===== config.mk =====
export PLATFORM = sky130hd
export DESIGN_NAME = aphd_cell
export DESIGN_NICKNAME = d
export VERILOG_FILES = /design/src/all_pairs_hop_distance_defines.svh /design/src/aphd_pkg.sv /design/src/aphd_cell.sv
export SDC_FILE = /design/constraint.sdc
export NUM_CORES = 1
export LEC_CHECK = 0
export ABC_AREA = 1
export BUFFER_PORTS_ARGS = -buffer_cell sky130_fd_sc_hd__clkbuf_2
export CAP_MARGIN = 20
export CELL_PAD_IN_SITES_DETAIL_PLACEMENT = 1
export CELL_PAD_IN_SITES_GLOBAL_PLACEMENT = 1
export CORE_ASPECT_RATIO = 1.4
export CORE_UTILIZATION = 34
export CTS_BUF_LIST = sky130_fd_sc_hd__clkbuf_4 sky130_fd_sc_hd__clkbuf_8
export DETAILED_ROUTE_END_ITERATION = 7
export GPL_ROUTABILITY_DRIVEN = 0
export MAX_ROUTING_LAYER = met4
export PLACE_DENSITY_LB_ADDON = 0.08
export SYNTH_ARGS = -nofsm -noshare
export SYNTH_HDL_FRONTEND = slang
export SYNTH_SLANG_ARGS = --single-unit

===== constraint.sdc =====
create_clock -name clk_i -period 1.29 [get_ports clk_i]
set_input_delay 0.1935 -clock clk_i [delete_from_list [all_inputs] [get_ports clk_i]]
set_output_delay 0.1935 -clock clk_i [all_outputs]
set_load 0.1 [all_outputs]

===== src/all_pairs_hop_distance_defines.svh =====
// Assertion macros for the all-pairs hop distance block.
`ifndef ALL_PAIRS_HOP_DISTANCE_DEFINES_SVH
`define ALL_PAIRS_HOP_DISTANCE_DEFINES_SVH
`ifndef ASSERT_OFF
`define APHD_ASSERT(lbl, prop) \
  lbl: assert property (@(posedge clk_i) disable iff (!rst_ni) prop) else $error("lbl");
`define APHD_ASSERT_RST(lbl, prop) \
  lbl: assert property (@(posedge clk_i) prop) else $error("lbl");
`else
`define APHD_ASSERT(lbl, prop)
`define APHD_ASSERT_RST(lbl, prop)
`endif
`endif


===== src/aphd_pkg.sv =====
// Package with types and constants of the all-pairs hop distance block.
package aphd_pkg;
  localparam int unsigned NumV = 16;
  localparam int unsigned VW = $clog2(NumV);
  localparam int unsigned DW = 5;
  localparam logic [DW-1:0] DistInf = '1;
  localparam logic [1:0] RegVertexCount = 2'd0;

  typedef enum logic [1:0] {
    ReqLoad  = 2'd0,
    ReqRun   = 2'd1,
    ReqQuery = 2'd2,
    ReqNone  = 2'd3
  } req_e;

  typedef enum logic [1:0] {
    StIdle,
    StInit,
    StRelax,
    StDone
  } state_e;

  typedef struct packed {
    logic          init;
    logic          shift;
    logic [VW-1:0] k;
    logic [VW-1:0] i;
    logic [VW:0]   n;
  } cell_ctl_t;
endpackage


===== src/aphd_cell.sv =====
// One cell of the relaxation array: holds one distance entry of the table.
module aphd_cell
  import aphd_pkg::*;
(
  input  logic            clk_i,
  input  logic            rst_ni,
  input  cell_ctl_t       ctl_i,
  input  logic [VW-1:0]   row_i,
  input  logic [VW-1:0]   col_i,
  input  logic            adj_i,
  input  logic [DW-1:0]   ik_i,
  input  logic [DW-1:0]   kj_i,
  input  logic [DW-1:0]   prev_i,
  output logic [DW-1:0]   dist_o
);
  logic [DW-1:0] dist_q, dist_d;
  logic [DW:0]   cand;
  logic          in_cnt;

  assign in_cnt = ({1'b0, row_i} < ctl_i.n) && ({1'b0, col_i} < ctl_i.n);
  assign cand = {1'b0, ik_i} + {1'b0, kj_i};

  always_comb begin
    dist_d = dist_q;
    if (ctl_i.init) begin
      if (!in_cnt) begin
        dist_d = DistInf;
      end else if (row_i == col_i) begin
        dist_d = '0;
      end else if (adj_i) begin
        dist_d = DW'(1);
      end else begin
        dist_d = DistInf;
      end
    end else if (ctl_i.shift) begin
      dist_d = prev_i;
      if (row_i == ctl_i.i && ik_i != DistInf && kj_i != DistInf && in_cnt &&
          (prev_i == DistInf || cand < {1'b0, prev_i})) begin
        dist_d = cand[DW-1:0];
      end
    end
  end

  always_ff @(posedge clk_i or negedge rst_ni) begin
    if (!rst_ni) begin
      dist_q <= DistInf;
    end else begin
      dist_q <= dist_d;
    end
  end

  assign dist_o = dist_q;
endmodule


==> run_summary.xml, run 1 <==
<?xml version="1.0" encoding="UTF-8"?>
<metrics>
  <group name="status">
    <metric name="status" unit="">finished with violations</metric>
    <metric name="violations" unit="">negative setup slack</metric>
  </group>
  <group name="pwr">
    <metric name="pwr_density_cell" unit="nW/µm²">798</metric>
    <metric name="cell_internal_pwr" unit="µW">722</metric>
    <metric name="clock_power_share" unit="%">16.2</metric>
    <metric name="total_power" unit="mW">1.34</metric>
    <metric name="pwr-share-comb" unit="%">67.6</metric>
    <metric name="power_leakage" unit="nW">0.918</metric>
    <metric name="irDropWorstVdd" unit="µV">525</metric>
    <metric name="power.switching_fraction" unit="%">46.3</metric>
    <metric name="net-switching-power" unit="µW">621</metric>
    <metric name="sequential_group_share_of_total_power" unit="%">16.2</metric>
  </group>
  <group name="synthesis">
    <metric name="synthesized_area_fraction_occupied_by_and_or_nand_nor_cells" unit="%">32.1</metric>
    <metric name="syn_area" unit="µm²">940</metric>
    <metric name="main_synth_ff_type" unit="">sky130_fd_sc_hd__dfstp_2</metric>
    <metric name="synth.largest_area_cell" unit="">sky130_fd_sc_hd__ha_1</metric>
    <metric name="async_reset_ff_share" unit="%">100</metric>
    <metric name="yosys_warns" unit="">0</metric>
    <metric name="netlist_top_cells_count" unit="">34 x sky130_fd_sc_hd__nand2_1, 26 x sky130_fd_sc_hd__inv_1, 21 x sky130_fd_sc_hd__nor2_1</metric>
    <metric name="netlist_top_cells_area" unit="">sky130_fd_sc_hd__ha_1 20%, sky130_fd_sc_hd__dfstp_2 14%, sky130_fd_sc_hd__nand2_1 14%</metric>
    <metric name="ys_seq_elements" unit="">5</metric>
    <metric name="synth_compound_gate_area_share" unit="%">10.8</metric>
    <metric name="synth_fp_nets" unit="">205</metric>
    <metric name="synth_xor_xnor_area_share" unit="%">10.3</metric>
    <metric name="share_of_synthesized_cell_area_in_full_adder_half_adder_and_majority_cells" unit="%">22.1</metric>
    <metric name="yosys.cell_types.count" unit="">20</metric>
    <metric name="synthesis.area_per_instance" unit="µm²">6.35</metric>
    <metric name="syn_inst" unit="">148</metric>
    <metric name="post-synth-top-count-cell" unit="">sky130_fd_sc_hd__nand2_1</metric>
    <metric name="synthMuxAreaShare" unit="%">0</metric>
    <metric name="synth-edff-count" unit="">0</metric>
    <metric name="part_of_the_yosys_area_used_for_sequential_elements" unit="%">14.0</metric>
    <metric name="share_of_the_synthesized_area_in_the_top_cell_type" unit="%">20.0</metric>
    <metric name="main_combinational_cell_family_by_area_after_synthesis" unit="">simple AND/OR/NAND/NOR gates</metric>
  </group>
  <group name="clocking">
    <metric name="cts.path.max_buffers" unit="">2</metric>
    <metric name="clock_tree_from_tritoncts" unit="">built</metric>
    <metric name="cts_made_buffers" unit="">3</metric>
    <metric name="clock_tree_root_buffer_cell" unit="">sky130_fd_sc_hd__clkbuf_4</metric>
    <metric name="insertion_delay" unit="ns">0.26</metric>
    <metric name="clock_transition_at_the_registers_of_the_reported_paths" unit="ns">0.05</metric>
    <metric name="cts_max_level" unit="">1</metric>
    <metric name="cts_num_sinks" unit="">5</metric>
  </group>
  <group name="worst_setup_path">
    <metric name="worst-setup-path-type" unit="">in2reg</metric>
    <metric name="critical_path.max_fanout" unit="">7</metric>
    <metric name="critical_path_required" unit="ns">1.47</metric>
    <metric name="ff_to_ff_end" unit="">dist_o[3]</metric>
    <metric name="regToRegSetupSlack" unit="ns">0.45</metric>
    <metric name="worstSetupStartpointType" unit="">primary input</metric>
    <metric name="crit_path_max_incr_delay" unit="ns">0.43</metric>
    <metric name="data_arrival_time_of_the_critical_path" unit="ns">2.23</metric>
    <metric name="reg2reg_depth" unit="">2</metric>
    <metric name="worst_path_most_repeated_cell" unit="">sky130_fd_sc_hd__nand2_2</metric>
    <metric name="critPathCapture" unit="">dist_o[1]</metric>
    <metric name="crit-reg2reg-launch" unit="">dist_o[3]</metric>
    <metric name="worstSetupStartpoint" unit="">ik_i[1]</metric>
    <metric name="endpoint_kind" unit="">register</metric>
    <metric name="timing.critical_path.cells" unit="">clkbuf_2 -&gt; buf_6 -&gt; fa_2 -&gt; nand3_2 -&gt; nand2_2 -&gt; xnor2_2 -&gt; inv_1 -&gt; ha_1 -&gt; nand2_1 -&gt; nand2_2 -&gt; nand2_4 -&gt; nand2_8 -&gt; nand2_2 -&gt; o21ai_1 -&gt; o21ai_1</metric>
    <metric name="worst_path_max_delay_cell" unit="">sky130_fd_sc_hd__fa_2</metric>
  </group>
  <group name="min_path">
    <metric name="min-delay-path-class" unit="">in2reg</metric>
  </group>
  <group name="floorplan">
    <metric name="fp-row-count" unit="">22</metric>
    <metric name="placeableCoreArea" unit="µm²">2620</metric>
    <metric name="initial_utilization" unit="%">35.9</metric>
    <metric name="die_area" unit="µm²">2980</metric>
    <metric name="dieHeight" unit="µm">64.2</metric>
    <metric name="fp.dieW" unit="µm">46.4</metric>
    <metric name="design.portCount" unit="">46</metric>
  </group>
  <group name="finish">
    <metric name="num_antenna_cells" unit="">0</metric>
    <metric name="finalNonFillerCells" unit="">256</metric>
    <metric name="design_area" unit="µm²">1680</metric>
    <metric name="finish.utilization" unit="%">64.4</metric>
    <metric name="final_nets" unit="">278</metric>
    <metric name="syn_to_final_growth" unit="%">79.1</metric>
    <metric name="flip_flop_count_of_the_largest_register_all_copies_and_words_added" unit="">5</metric>
    <metric name="fillerInstances" unit="">336</metric>
    <metric name="proportion_of_layout_cells_with_a_drive_suffix_above_1" unit="%">48.2</metric>
  </group>
  <group name="sta">
    <metric name="rsz_0062_raised_after_global_routing" unit="">true</metric>
    <metric name="setup_tns" unit="ns">-3.76</metric>
    <metric name="post-route-worst-setup-slack" unit="ns">-0.765</metric>
    <metric name="slew_headroom" unit="%">78.0</metric>
    <metric name="final_period_minus_worst_setup_slack" unit="ns">2.05</metric>
    <metric name="finalClockSkew" unit="ns">0</metric>
    <metric name="timing.final.max_slew_violations" unit="">0</metric>
    <metric name="endpoints_failing_hold" unit="">0</metric>
    <metric name="hold-worst-slack" unit="ns">0.276</metric>
    <metric name="tightest_slew" unit="ns">0.328</metric>
    <metric name="report.final.setup_viol" unit="">5</metric>
    <metric name="layout_worst_path_cycle_share" unit="%">159</metric>
    <metric name="fmaxAchievable" unit="GHz">0.487</metric>
  </group>
  <group name="global_route">
    <metric name="global_route.overflow_total" unit="">0</metric>
    <metric name="vias_in_the_first_global_route" unit="">1405</metric>
    <metric name="grt_antenna_before_repair" unit="">0</metric>
    <metric name="global_route_usage_sum" unit="%">27.2</metric>
    <metric name="grt_max_degree" unit="">8</metric>
    <metric name="grt_first_pass_wirelength" unit="mm">5.70</metric>
  </group>
  <group name="detailed_routing">
    <metric name="routed-via-count" unit="">1311</metric>
    <metric name="postRouteWirelength" unit="mm">4.68</metric>
    <metric name="detailed_route_drc_error_count" unit="">0</metric>
    <metric name="drtPass1Iterations" unit="">4</metric>
    <metric name="detail_route.vias_per_cell" unit="">5.12</metric>
    <metric name="initialDrtViolationCount" unit="">12</metric>
    <metric name="drtAntennaViolNets" unit="">0</metric>
    <metric name="routed_wire_length_per_instance" unit="µm">18.3</metric>
  </group>
  <group name="place">
    <metric name="dpl.cell_count" unit="">248</metric>
    <metric name="pre_cts_ws" unit="ns">-1.07</metric>
    <metric name="hpwl_reported_at_the_end_of_detailed_placement" unit="mm">2.94</metric>
    <metric name="post_dp_cell_area" unit="µm²">1470</metric>
    <metric name="place.port_buffers" unit="">41</metric>
  </group>
  <group name="run">
    <metric name="max_cap_viol_count" unit="">0</metric>
  </group>
</metrics>
==> repair_timing <==
item,CTS,global route
endpoints found under the setup margin,5,5
pin swaps,12,16
hold buffers,1,0
hold endpoints to repair,5,0
setup buffers,2,1
resized for setup,20,14
gates cloned,0,0
==> critical path, delay by kind of cell <==
kind / cells / cell delay (ns)
adders and majority gates: 2 / 0.71
and+or+nand+nor: 7 / 0.61
buffers and inverters: 3 / 0.34
AOI/OAI and AO/OA: 2 / 0.21
xor gates and xnor gates: 1 / 0.17
==> final cells by class <==
class                           instances  area [µm²]  area share [%]
Clock buffer                            4        30.0            1.78
Tap cell                               36        45.0            2.68
Sequential cell                         5         131            7.81
Timing Repair Buffer                   68         522            31.0
Inverter                               27         101            6.02
Multi-Input combinational cell        116         853            50.7
==> kinds of logic after synthesis <==
family | after synthesis
and+or+nand+nor | 71
buffers and inverters | 27
AOI/OAI and AO/OA | 18
adders and majority gates | 16
xor gates and xnor gates | 11
DFF | 5
==> layout by cell type (no fill, tap or decap), types with 5 or more instances in the layout <==
master	instances
sky130_fd_sc_hd__clkbuf_2	32
sky130_fd_sc_hd__inv_1	25
sky130_fd_sc_hd__buf_4	25
sky130_fd_sc_hd__nand2_1	24
sky130_fd_sc_hd__nor2_1	21
sky130_fd_sc_hd__ha_1	11
sky130_fd_sc_hd__nand2_2	9
sky130_fd_sc_hd__xor2_1	9
sky130_fd_sc_hd__nand3_1	8
sky130_fd_sc_hd__dfstp_2	5
sky130_fd_sc_hd__buf_12	5
==> worst min path at each step <==
stage,slack [ns],endpoint,depth (start not counted),startpoint
2_1_floorplan,0.05,dist_o[0],0,rst_ni
3_3_place_gp,0.21,dist_o[0],1,rst_ni
3_5_place_dp,0.22,dist_o[1],1,rst_ni
4_1_cts,0.27,dist_o[3],5,ctl_i[13]
5_1_grt,0.30,dist_o[1],5,ctl_i[13]
6_report,0.28,dist_o[0],3,prev_i[0]
==> power groups by stage <==
stage               Clock (mW)  Combinational (mW)  Sequential (mW)
floorplan                    0               0.270            0.355
global placement             0               0.712            0.215
detailed placement           0               0.749            0.216
CTS                      0.216               0.818            0.216
global route             0.226               0.970            0.219
finish                   0.217               0.909            0.218
==> routing by layer <==
metal / share of wire (%) / track usage [%] / vias up / wire [µm]
met2: 60 / 56.1 / 44 / 2800
met3: 2.6 / 1.98 / 23 / 120
met5: 0 / - / - / 0
li1: - / - / 615 / -
met4: 4.7 / 9.56 / 0 / 222
met1: 33 / 22.1 / 629 / 1540
Power figures use the tool's default switching activity.
==> run 2: changes to the inputs <==
--- a/config.mk
+++ b/config.mk
@@ -6,14 +6,14 @@
 export NUM_CORES = 1
 export LEC_CHECK = 0
 export ABC_AREA = 1
-export BUFFER_PORTS_ARGS = -buffer_cell sky130_fd_sc_hd__clkbuf_2
 export CAP_MARGIN = 20
 export CELL_PAD_IN_SITES_DETAIL_PLACEMENT = 1
 export CELL_PAD_IN_SITES_GLOBAL_PLACEMENT = 1
 export CORE_ASPECT_RATIO = 1.4
-export CORE_UTILIZATION = 34
+export CORE_UTILIZATION = 30
 export CTS_BUF_LIST = sky130_fd_sc_hd__clkbuf_4 sky130_fd_sc_hd__clkbuf_8
 export DETAILED_ROUTE_END_ITERATION = 7
+export DONT_BUFFER_PORTS = 1
 export GPL_ROUTABILITY_DRIVEN = 0
 export MAX_ROUTING_LAYER = met4
 export PLACE_DENSITY_LB_ADDON = 0.08
==> run 2 against run 1 <==
  * The run still ends with negative setup slack left
  * Global-route usage fell by 8.8 points
  * Worst hold slack got worse by 0.15 ns
  * Clock skew did not move
  * Sequential power fell by 2%
  * Non-clock buffer count fell by 50
==> run_summary.xml, run 2 (synthesized netlist as in run 1, its figures left out) <==
<?xml version="1.0" encoding="UTF-8"?>
<metrics>
  <group name="min_path">
    <metric name="whs_endpoint" unit="">dist_o[1]</metric>
    <metric name="min-delay-path-class" unit="">in2reg</metric>
    <metric name="hold-path-cell-count" unit="">2</metric>
    <metric name="worst_hold_startpoint" unit="">ctl_i[14]</metric>
  </group>
  <group name="sta">
    <metric name="timing.final.max_slew_violations" unit="">0</metric>
    <metric name="fmaxAchievable" unit="GHz">0.525</metric>
    <metric name="endpoints_failing_hold" unit="">0</metric>
    <metric name="hold-worst-slack" unit="ns">0.127</metric>
    <metric name="final_period_minus_worst_setup_slack" unit="ns">1.90</metric>
    <metric name="post-route-worst-setup-slack" unit="ns">-0.614</metric>
    <metric name="finalClockSkew" unit="ns">0</metric>
    <metric name="setup_tns" unit="ns">-2.95</metric>
    <metric name="report.final.setup_viol" unit="">5</metric>
    <metric name="layout_worst_path_cycle_share" unit="%">148</metric>
    <metric name="rsz_0062_raised_after_global_routing" unit="">true</metric>
    <metric name="slew_headroom" unit="%">77.3</metric>
    <metric name="tightest_slew" unit="ns">0.340</metric>
  </group>
  <group name="clocking">
    <metric name="cts_num_sinks" unit="">5</metric>
    <metric name="cts_max_level" unit="">1</metric>
    <metric name="post_cts.repair.setup_buffers" unit="">0</metric>
    <metric name="cts.path.max_buffers" unit="">2</metric>
    <metric name="insertion_delay" unit="ns">0.22</metric>
    <metric name="clock_transition_at_the_registers_of_the_reported_paths" unit="ns">0.04</metric>
    <metric name="clock_tree_root_buffer_cell" unit="">sky130_fd_sc_hd__clkbuf_8</metric>
    <metric name="cts_made_buffers" unit="">3</metric>
    <metric name="clock_tree_from_tritoncts" unit="">built</metric>
  </group>
  <group name="global_route">
    <metric name="vias_in_the_first_global_route" unit="">1129</metric>
    <metric name="global_route.overflow_total" unit="">0</metric>
    <metric name="grt_antenna_before_repair" unit="">0</metric>
    <metric name="grt_first_pass_wirelength" unit="mm">4.60</metric>
    <metric name="grt_max_degree" unit="">8</metric>
    <metric name="global_route_usage_sum" unit="%">18.3</metric>
  </group>
  <group name="status">
    <metric name="status" unit="">finished with violations</metric>
    <metric name="violations" unit="">negative setup slack</metric>
  </group>
  <group name="finish">
    <metric name="num_antenna_cells" unit="">0</metric>
    <metric name="finish.utilization" unit="%">45.0</metric>
    <metric name="proportion_of_layout_cells_with_a_drive_suffix_above_1" unit="%">27.1</metric>
    <metric name="final_common_cell" unit="">sky130_fd_sc_hd__nand2_1</metric>
    <metric name="layout.cells.most_common_list" unit="">27 x sky130_fd_sc_hd__nand2_1, 26 x sky130_fd_sc_hd__inv_1, 21 x sky130_fd_sc_hd__nor2_1</metric>
    <metric name="syn_to_final_growth" unit="%">40.6</metric>
    <metric name="final_nets" unit="">228</metric>
    <metric name="flip_flop_count_of_the_largest_register_all_copies_and_words_added" unit="">5</metric>
  </group>
  <group name="detailed_routing">
    <metric name="drtAntennaViolNets" unit="">0</metric>
    <metric name="detail_route.vias_per_cell" unit="">4.85</metric>
    <metric name="postRouteWirelength" unit="mm">2.68</metric>
    <metric name="routed-via-count" unit="">1003</metric>
    <metric name="drtPass1Iterations" unit="">4</metric>
    <metric name="routed_wire_length_per_instance" unit="µm">13.0</metric>
    <metric name="initialDrtViolationCount" unit="">9</metric>
    <metric name="detailed_route_drc_error_count" unit="">0</metric>
  </group>
  <group name="floorplan">
    <metric name="initial_utilization" unit="%">32.0</metric>
    <metric name="die_area" unit="µm²">3360</metric>
    <metric name="fp-row-count" unit="">23</metric>
    <metric name="dieHeight" unit="µm">68.2</metric>
    <metric name="fp.dieW" unit="µm">49.3</metric>
    <metric name="placeableCoreArea" unit="µm²">2940</metric>
    <metric name="design.portCount" unit="">46</metric>
  </group>
  <group name="pwr">
    <metric name="power.switching_fraction" unit="%">40.6</metric>
    <metric name="cell_internal_pwr" unit="µW">715</metric>
    <metric name="clock_power_share" unit="%">26.1</metric>
    <metric name="net-switching-power" unit="µW">489</metric>
    <metric name="pwr_density_cell" unit="nW/µm²">911</metric>
    <metric name="irDropWorstVdd" unit="µV">358</metric>
    <metric name="power_leakage" unit="nW">0.701</metric>
    <metric name="total_power" unit="mW">1.20</metric>
    <metric name="sequential_group_share_of_total_power" unit="%">17.8</metric>
    <metric name="pwr-share-comb" unit="%">56.1</metric>
  </group>
  <group name="worst_setup_path">
    <metric name="crit-reg2reg-launch" unit="">dist_o[0]</metric>
    <metric name="critical_path_required" unit="ns">1.43</metric>
    <metric name="worstSetupStartpointType" unit="">primary input</metric>
    <metric name="endpoint_kind" unit="">register</metric>
    <metric name="data_arrival_time_of_the_critical_path" unit="ns">2.04</metric>
    <metric name="critical_path.max_fanout" unit="">7</metric>
    <metric name="ff_to_ff_end" unit="">dist_o[0]</metric>
    <metric name="reg2reg_depth" unit="">2</metric>
    <metric name="worst-setup-path-type" unit="">in2reg</metric>
    <metric name="regToRegSetupSlack" unit="ns">0.48</metric>
  </group>
  <group name="run">
    <metric name="max_cap_viol_count" unit="">0</metric>
  </group>
  <group name="place">
    <metric name="place.port_buffers" unit="">0</metric>
    <metric name="hpwl_reported_at_the_end_of_detailed_placement" unit="mm">2.33</metric>
    <metric name="pre_cts_ws" unit="ns">-0.911</metric>
  </group>
</metrics>
run 2: cell types whose count changed in the layout (fill, tap and decap cells not counted), moves of 2 or more:
cell,change
sky130_fd_sc_hd__nand2_1,+3
sky130_fd_sc_hd__clkbuf_4,-3
sky130_fd_sc_hd__nand2_2,-2
sky130_fd_sc_hd__buf_6,-2
sky130_fd_sc_hd__clkbuf_2,-32
sky130_fd_sc_hd__buf_4,-13
run 2: worst max-delay path by stage:
stage                 start   endpoint  slack (ns)  cells past startpoint
global placement    ik_i[0]  dist_o[1]       -0.87                     13
floorplan           ik_i[2]  dist_o[1]       -0.64                     16
global route        ik_i[2]  dist_o[0]       -0.78                     17
CTS                 ik_i[2]  dist_o[1]       -0.57                     18
detailed placement  ik_i[0]  dist_o[1]       -0.91                     13
finish              ik_i[0]  dist_o[0]       -0.61                     14
run 2: routing by layer:
metal	up-vias	routed length, µm	track usage (%)
li1	514	-	-
met1	456	1010	18.7
met2	28	1520	36.6
met3	5	110	1.11
met4	0	48	6.62
met5	-	0	-
run 2: final cells by class:
class / count / area (µm²)
Tap cell: 37 / 46.3
Multi-Input combinational cell: 116 / 793
Fill cell: 397 / 1610
Sequential cell: 5 / 131
Inverter: 27 / 101
Clock buffer: 4 / 48.8
Timing Repair Buffer: 18 / 200
run 2: repair_timing:
| item | CTS | global route |
|---|---|---|
| endpoints found under the setup margin | 5 | 5 |
| endpoints found under the hold margin | 5 | 0 |
| resized for setup | 4 | 10 |
| pin swaps | 4 | 9 |
| hold buffers | 1 | 0 |
run 2: power by group through the flow:
stage | Clock, mW | Sequential (mW) | Combinational, mW
3_5_place_dp | 0 | 0.216 | 0.632
4_1_cts | 0.319 | 0.214 | 0.650
3_3_place_gp | 0 | 0.215 | 0.620
6_report | 0.314 | 0.214 | 0.676
2_1_floorplan | 0 | 0.355 | 0.270
5_1_grt | 0.330 | 0.218 | 0.743
run 2: worst max-delay path: stages:
cell                      delay (ns)
sky130_fd_sc_hd__ha_4           0.14
sky130_fd_sc_hd__fa_2           0.36
sky130_fd_sc_hd__xor2_1         0.23
sky130_fd_sc_hd__ha_1           0.29
sky130_fd_sc_hd__nand2_2        0.08
sky130_fd_sc_hd__inv_1          0.04
sky130_fd_sc_hd__nand2_1        0.07
sky130_fd_sc_hd__nand2_1        0.05
sky130_fd_sc_hd__nand2_1        0.05
sky130_fd_sc_hd__nand2_1        0.05
sky130_fd_sc_hd__nand2_2        0.11
sky130_fd_sc_hd__nand2_4        0.09
sky130_fd_sc_hd__o21ai_0        0.19
sky130_fd_sc_hd__o21ai_1        0.09
run 2: metrics by stage:
stage               area [µm²]  std cells
finish                    1320        207
global route              1320        207
CTS                       1290        207
detailed placement        1210        202
global placement          1210        202
floorplan                  975        148
==> run 3: changes to the inputs <==
--- a/config.mk
+++ b/config.mk
@@ -15,6 +15,7 @@
 export DETAILED_ROUTE_END_ITERATION = 7
 export DONT_BUFFER_PORTS = 1
 export GPL_ROUTABILITY_DRIVEN = 0
+export GPL_TIMING_DRIVEN = 0
 export MAX_ROUTING_LAYER = met4
 export PLACE_DENSITY_LB_ADDON = 0.08
 export SYNTH_ARGS = -nofsm -noshare
==> run 3 against run 2 <==
  * The run still ends with negative setup slack left
  * Fmax increased by 1.7%
  * Non-clock buffer count decreased by 9
  * Highest routed layer unchanged
  * Total power decreased by 8.0%
  * Combinational power decreased by 35%
  * Clock skew unchanged
  * Die area unchanged
  * Clock power decreased by 2%
  * Final area decreased by 7.7%
==> run_summary.xml, run 3 (synthesized netlist as in run 1, its figures left out) <==
<?xml version="1.0" encoding="UTF-8"?>
<metrics>
  <group name="finish">
    <metric name="flip_flop_count_of_the_largest_register_all_copies_and_words_added" unit="">5</metric>
    <metric name="final_common_cell" unit="">sky130_fd_sc_hd__nand2_1</metric>
    <metric name="register_area" unit="µm²">131</metric>
    <metric name="num_antenna_cells" unit="">0</metric>
    <metric name="finish.utilization" unit="%">41.6</metric>
    <metric name="multiInputGateArea" unit="µm²">822</metric>
    <metric name="final_nets" unit="">219</metric>
    <metric name="proportion_of_layout_cells_with_a_drive_suffix_above_1" unit="%">24.8</metric>
    <metric name="layout.cells.most_common_list" unit="">29 x sky130_fd_sc_hd__nand2_1, 26 x sky130_fd_sc_hd__inv_1, 20 x sky130_fd_sc_hd__nor2_1</metric>
    <metric name="syn_to_final_growth" unit="%">29.8</metric>
    <metric name="fillerInstances" unit="">390</metric>
    <metric name="finalNonFillerCells" unit="">198</metric>
  </group>
  <group name="clocking">
    <metric name="clock_transition_at_the_registers_of_the_reported_paths" unit="ns">0.04</metric>
    <metric name="cts_num_sinks" unit="">5</metric>
    <metric name="cts_max_level" unit="">1</metric>
    <metric name="clock_tree_root_buffer_cell" unit="">sky130_fd_sc_hd__clkbuf_8</metric>
    <metric name="insertion_delay" unit="ns">0.22</metric>
    <metric name="cts_made_buffers" unit="">3</metric>
    <metric name="clock_tree_from_tritoncts" unit="">built</metric>
    <metric name="cts.path.max_buffers" unit="">2</metric>
  </group>
  <group name="worst_setup_path">
    <metric name="worst_path_max_delay_cell" unit="">sky130_fd_sc_hd__fa_2</metric>
    <metric name="worst-setup-path-type" unit="">in2reg</metric>
    <metric name="worst_path_most_repeated_cell" unit="">sky130_fd_sc_hd__nand2_1</metric>
    <metric name="regToRegSetupSlack" unit="ns">0.08</metric>
    <metric name="crit_path_max_incr_delay" unit="ns">0.38</metric>
    <metric name="worstPathBufferInverterCount" unit="">1</metric>
    <metric name="data_arrival_time_of_the_critical_path" unit="ns">2.03</metric>
    <metric name="critical_path_required" unit="ns">1.44</metric>
    <metric name="cpLargestDelayFamily" unit="">adder cells</metric>
    <metric name="endpoint_kind" unit="">register</metric>
    <metric name="worstSetupStartpointType" unit="">primary input</metric>
    <metric name="critical_path.max_fanout" unit="">7</metric>
    <metric name="timing.critical_path.cells" unit="">ha_4 -&gt; fa_2 -&gt; nand3_2 -&gt; nand2_2 -&gt; xnor2_2 -&gt; inv_1 -&gt; ha_1 -&gt; nand2_1 -&gt; nand2_1 -&gt; nand2_2 -&gt; nand2_4 -&gt; nand2_1 -&gt; o21ai_2 -&gt; o21ai_2</metric>
  </group>
  <group name="run">
    <metric name="max_cap_viol_count" unit="">0</metric>
  </group>
  <group name="floorplan">
    <metric name="initial_utilization" unit="%">32.0</metric>
    <metric name="fp-row-count" unit="">23</metric>
    <metric name="design.portCount" unit="">46</metric>
    <metric name="die_area" unit="µm²">3360</metric>
    <metric name="dieHeight" unit="µm">68.2</metric>
    <metric name="placeableCoreArea" unit="µm²">2940</metric>
    <metric name="fp.dieW" unit="µm">49.3</metric>
  </group>
  <group name="detailed_routing">
    <metric name="detailed_route_drc_error_count" unit="">0</metric>
    <metric name="routed-via-count" unit="">974</metric>
    <metric name="postRouteWirelength" unit="mm">2.57</metric>
    <metric name="initialDrtViolationCount" unit="">23</metric>
    <metric name="drtAntennaViolNets" unit="">0</metric>
    <metric name="routed_wire_length_per_instance" unit="µm">13.0</metric>
    <metric name="drtPass1Iterations" unit="">4</metric>
    <metric name="detail_route.vias_per_cell" unit="">4.92</metric>
  </group>
  <group name="sta">
    <metric name="timing.final.max_slew_violations" unit="">0</metric>
    <metric name="report.final.setup_viol" unit="">5</metric>
    <metric name="tightest_slew" unit="ns">0.510</metric>
    <metric name="fmaxAchievable" unit="GHz">0.534</metric>
    <metric name="slew_headroom" unit="%">66.0</metric>
    <metric name="rsz_0062_raised_after_global_routing" unit="">true</metric>
    <metric name="final_period_minus_worst_setup_slack" unit="ns">1.87</metric>
    <metric name="hold-worst-slack" unit="ns">0.129</metric>
    <metric name="finalClockSkew" unit="ns">0</metric>
    <metric name="post-route-worst-setup-slack" unit="ns">-0.583</metric>
    <metric name="endpoints_failing_hold" unit="">0</metric>
    <metric name="layout_worst_path_cycle_share" unit="%">145</metric>
  </group>
  <group name="pwr">
    <metric name="cell_internal_pwr" unit="µW">636</metric>
    <metric name="power.switching_fraction" unit="%">42.6</metric>
    <metric name="power_leakage" unit="nW">0.641</metric>
    <metric name="irDropWorstVdd" unit="µV">488</metric>
    <metric name="net-switching-power" unit="µW">472</metric>
    <metric name="pwr_density_cell" unit="nW/µm²">908</metric>
    <metric name="clock_power_share" unit="%">27.9</metric>
    <metric name="sequential_group_share_of_total_power" unit="%">32.2</metric>
    <metric name="pwr-share-comb" unit="%">39.8</metric>
  </group>
  <group name="global_route">
    <metric name="grt_antenna_before_repair" unit="">0</metric>
    <metric name="global_route_usage_sum" unit="%">16.1</metric>
    <metric name="grt_max_degree" unit="">8</metric>
    <metric name="vias_in_the_first_global_route" unit="">987</metric>
    <metric name="global_route.overflow_total" unit="">0</metric>
    <metric name="grt_first_pass_wirelength" unit="mm">4.04</metric>
  </group>
  <group name="place">
    <metric name="hpwl_reported_at_the_end_of_detailed_placement" unit="mm">2.21</metric>
    <metric name="place.port_buffers" unit="">0</metric>
    <metric name="dpl.cell_count" unit="">185</metric>
  </group>
  <group name="status">
    <metric name="violations" unit="">negative setup slack</metric>
    <metric name="status" unit="">finished with violations</metric>
  </group>
  <group name="min_path">
    <metric name="min-delay-path-class" unit="">in2reg</metric>
  </group>
</metrics>
-- run 3: worst paths after layout --
path,start,end,depth (start not counted)
setup / recovery,ik_i[0],dist_o[3],14
min in group asynchronous,rst_ni,dist_o[3],1
max in group asynchronous,rst_ni,dist_o[4],1
hold / removal,ctl_i[14],dist_o[1],2
hold reg to reg,dist_o[2],dist_o[2],2
setup reg to reg,dist_o[3],dist_o[3],2
-- run 3: area by class of cell --
type	instances	area share, %
well taps	37	3.79
repair buffers	9	5.74
inverters	27	8.31
flip-flops and latches	5	10.8
multi-input cells	116	67.4
clock buffers	4	4.00
-- run 3: power by group through the flow --
stage / Clock, mW / Sequential (mW) / Combinational (mW)
2_1_floorplan: 0 / 0.355 / 0.270
5_1_grt: 0.330 / 0.359 / 0.499
3_3_place_gp: 0 / 0.358 / 0.333
4_1_cts: 0.317 / 0.358 / 0.410
3_5_place_dp: 0 / 0.359 / 0.345
6_report: 0.309 / 0.357 / 0.441
-- run 3: metal layers --
layer	track usage (%)	wire length, µm	up-vias
met2	31.8	1410	32
li1	-	-	500
met1	16.6	1020	439
met5	-	0	-
met4	4.41	18	0
met3	1.78	117	3
-- run 3: metrics by stage --
step / setup WS (ns) / TNS, ns / area (µm²) / power [mW]
6_report: -0.583 / -2.81 / 1220 / 1.11
5_1_grt: -0.689 / -3.37 / 1220 / 1.19
4_1_cts: -0.567 / -2.76 / 1170 / 1.08
3_5_place_dp: -0.952 / -4.62 / 1020 / 0.703
3_3_place_gp: -0.901 / -4.30 / 1020 / 0.691
2_1_floorplan: -0.642 / -3.16 / 975 / 0.625
-- run 3: what timing repair did --
| item | 4_1_cts | 5_1_grt |
|---|---|---|
| endpoints found under the setup margin | 5 | 5 |
| resized for setup | 13 | 6 |
| setup buffers | 5 | 3 |
| pin swaps | 10 | 1 |
| hold buffers | 1 | 0 |
| endpoints found under the hold margin | 5 | 0 |
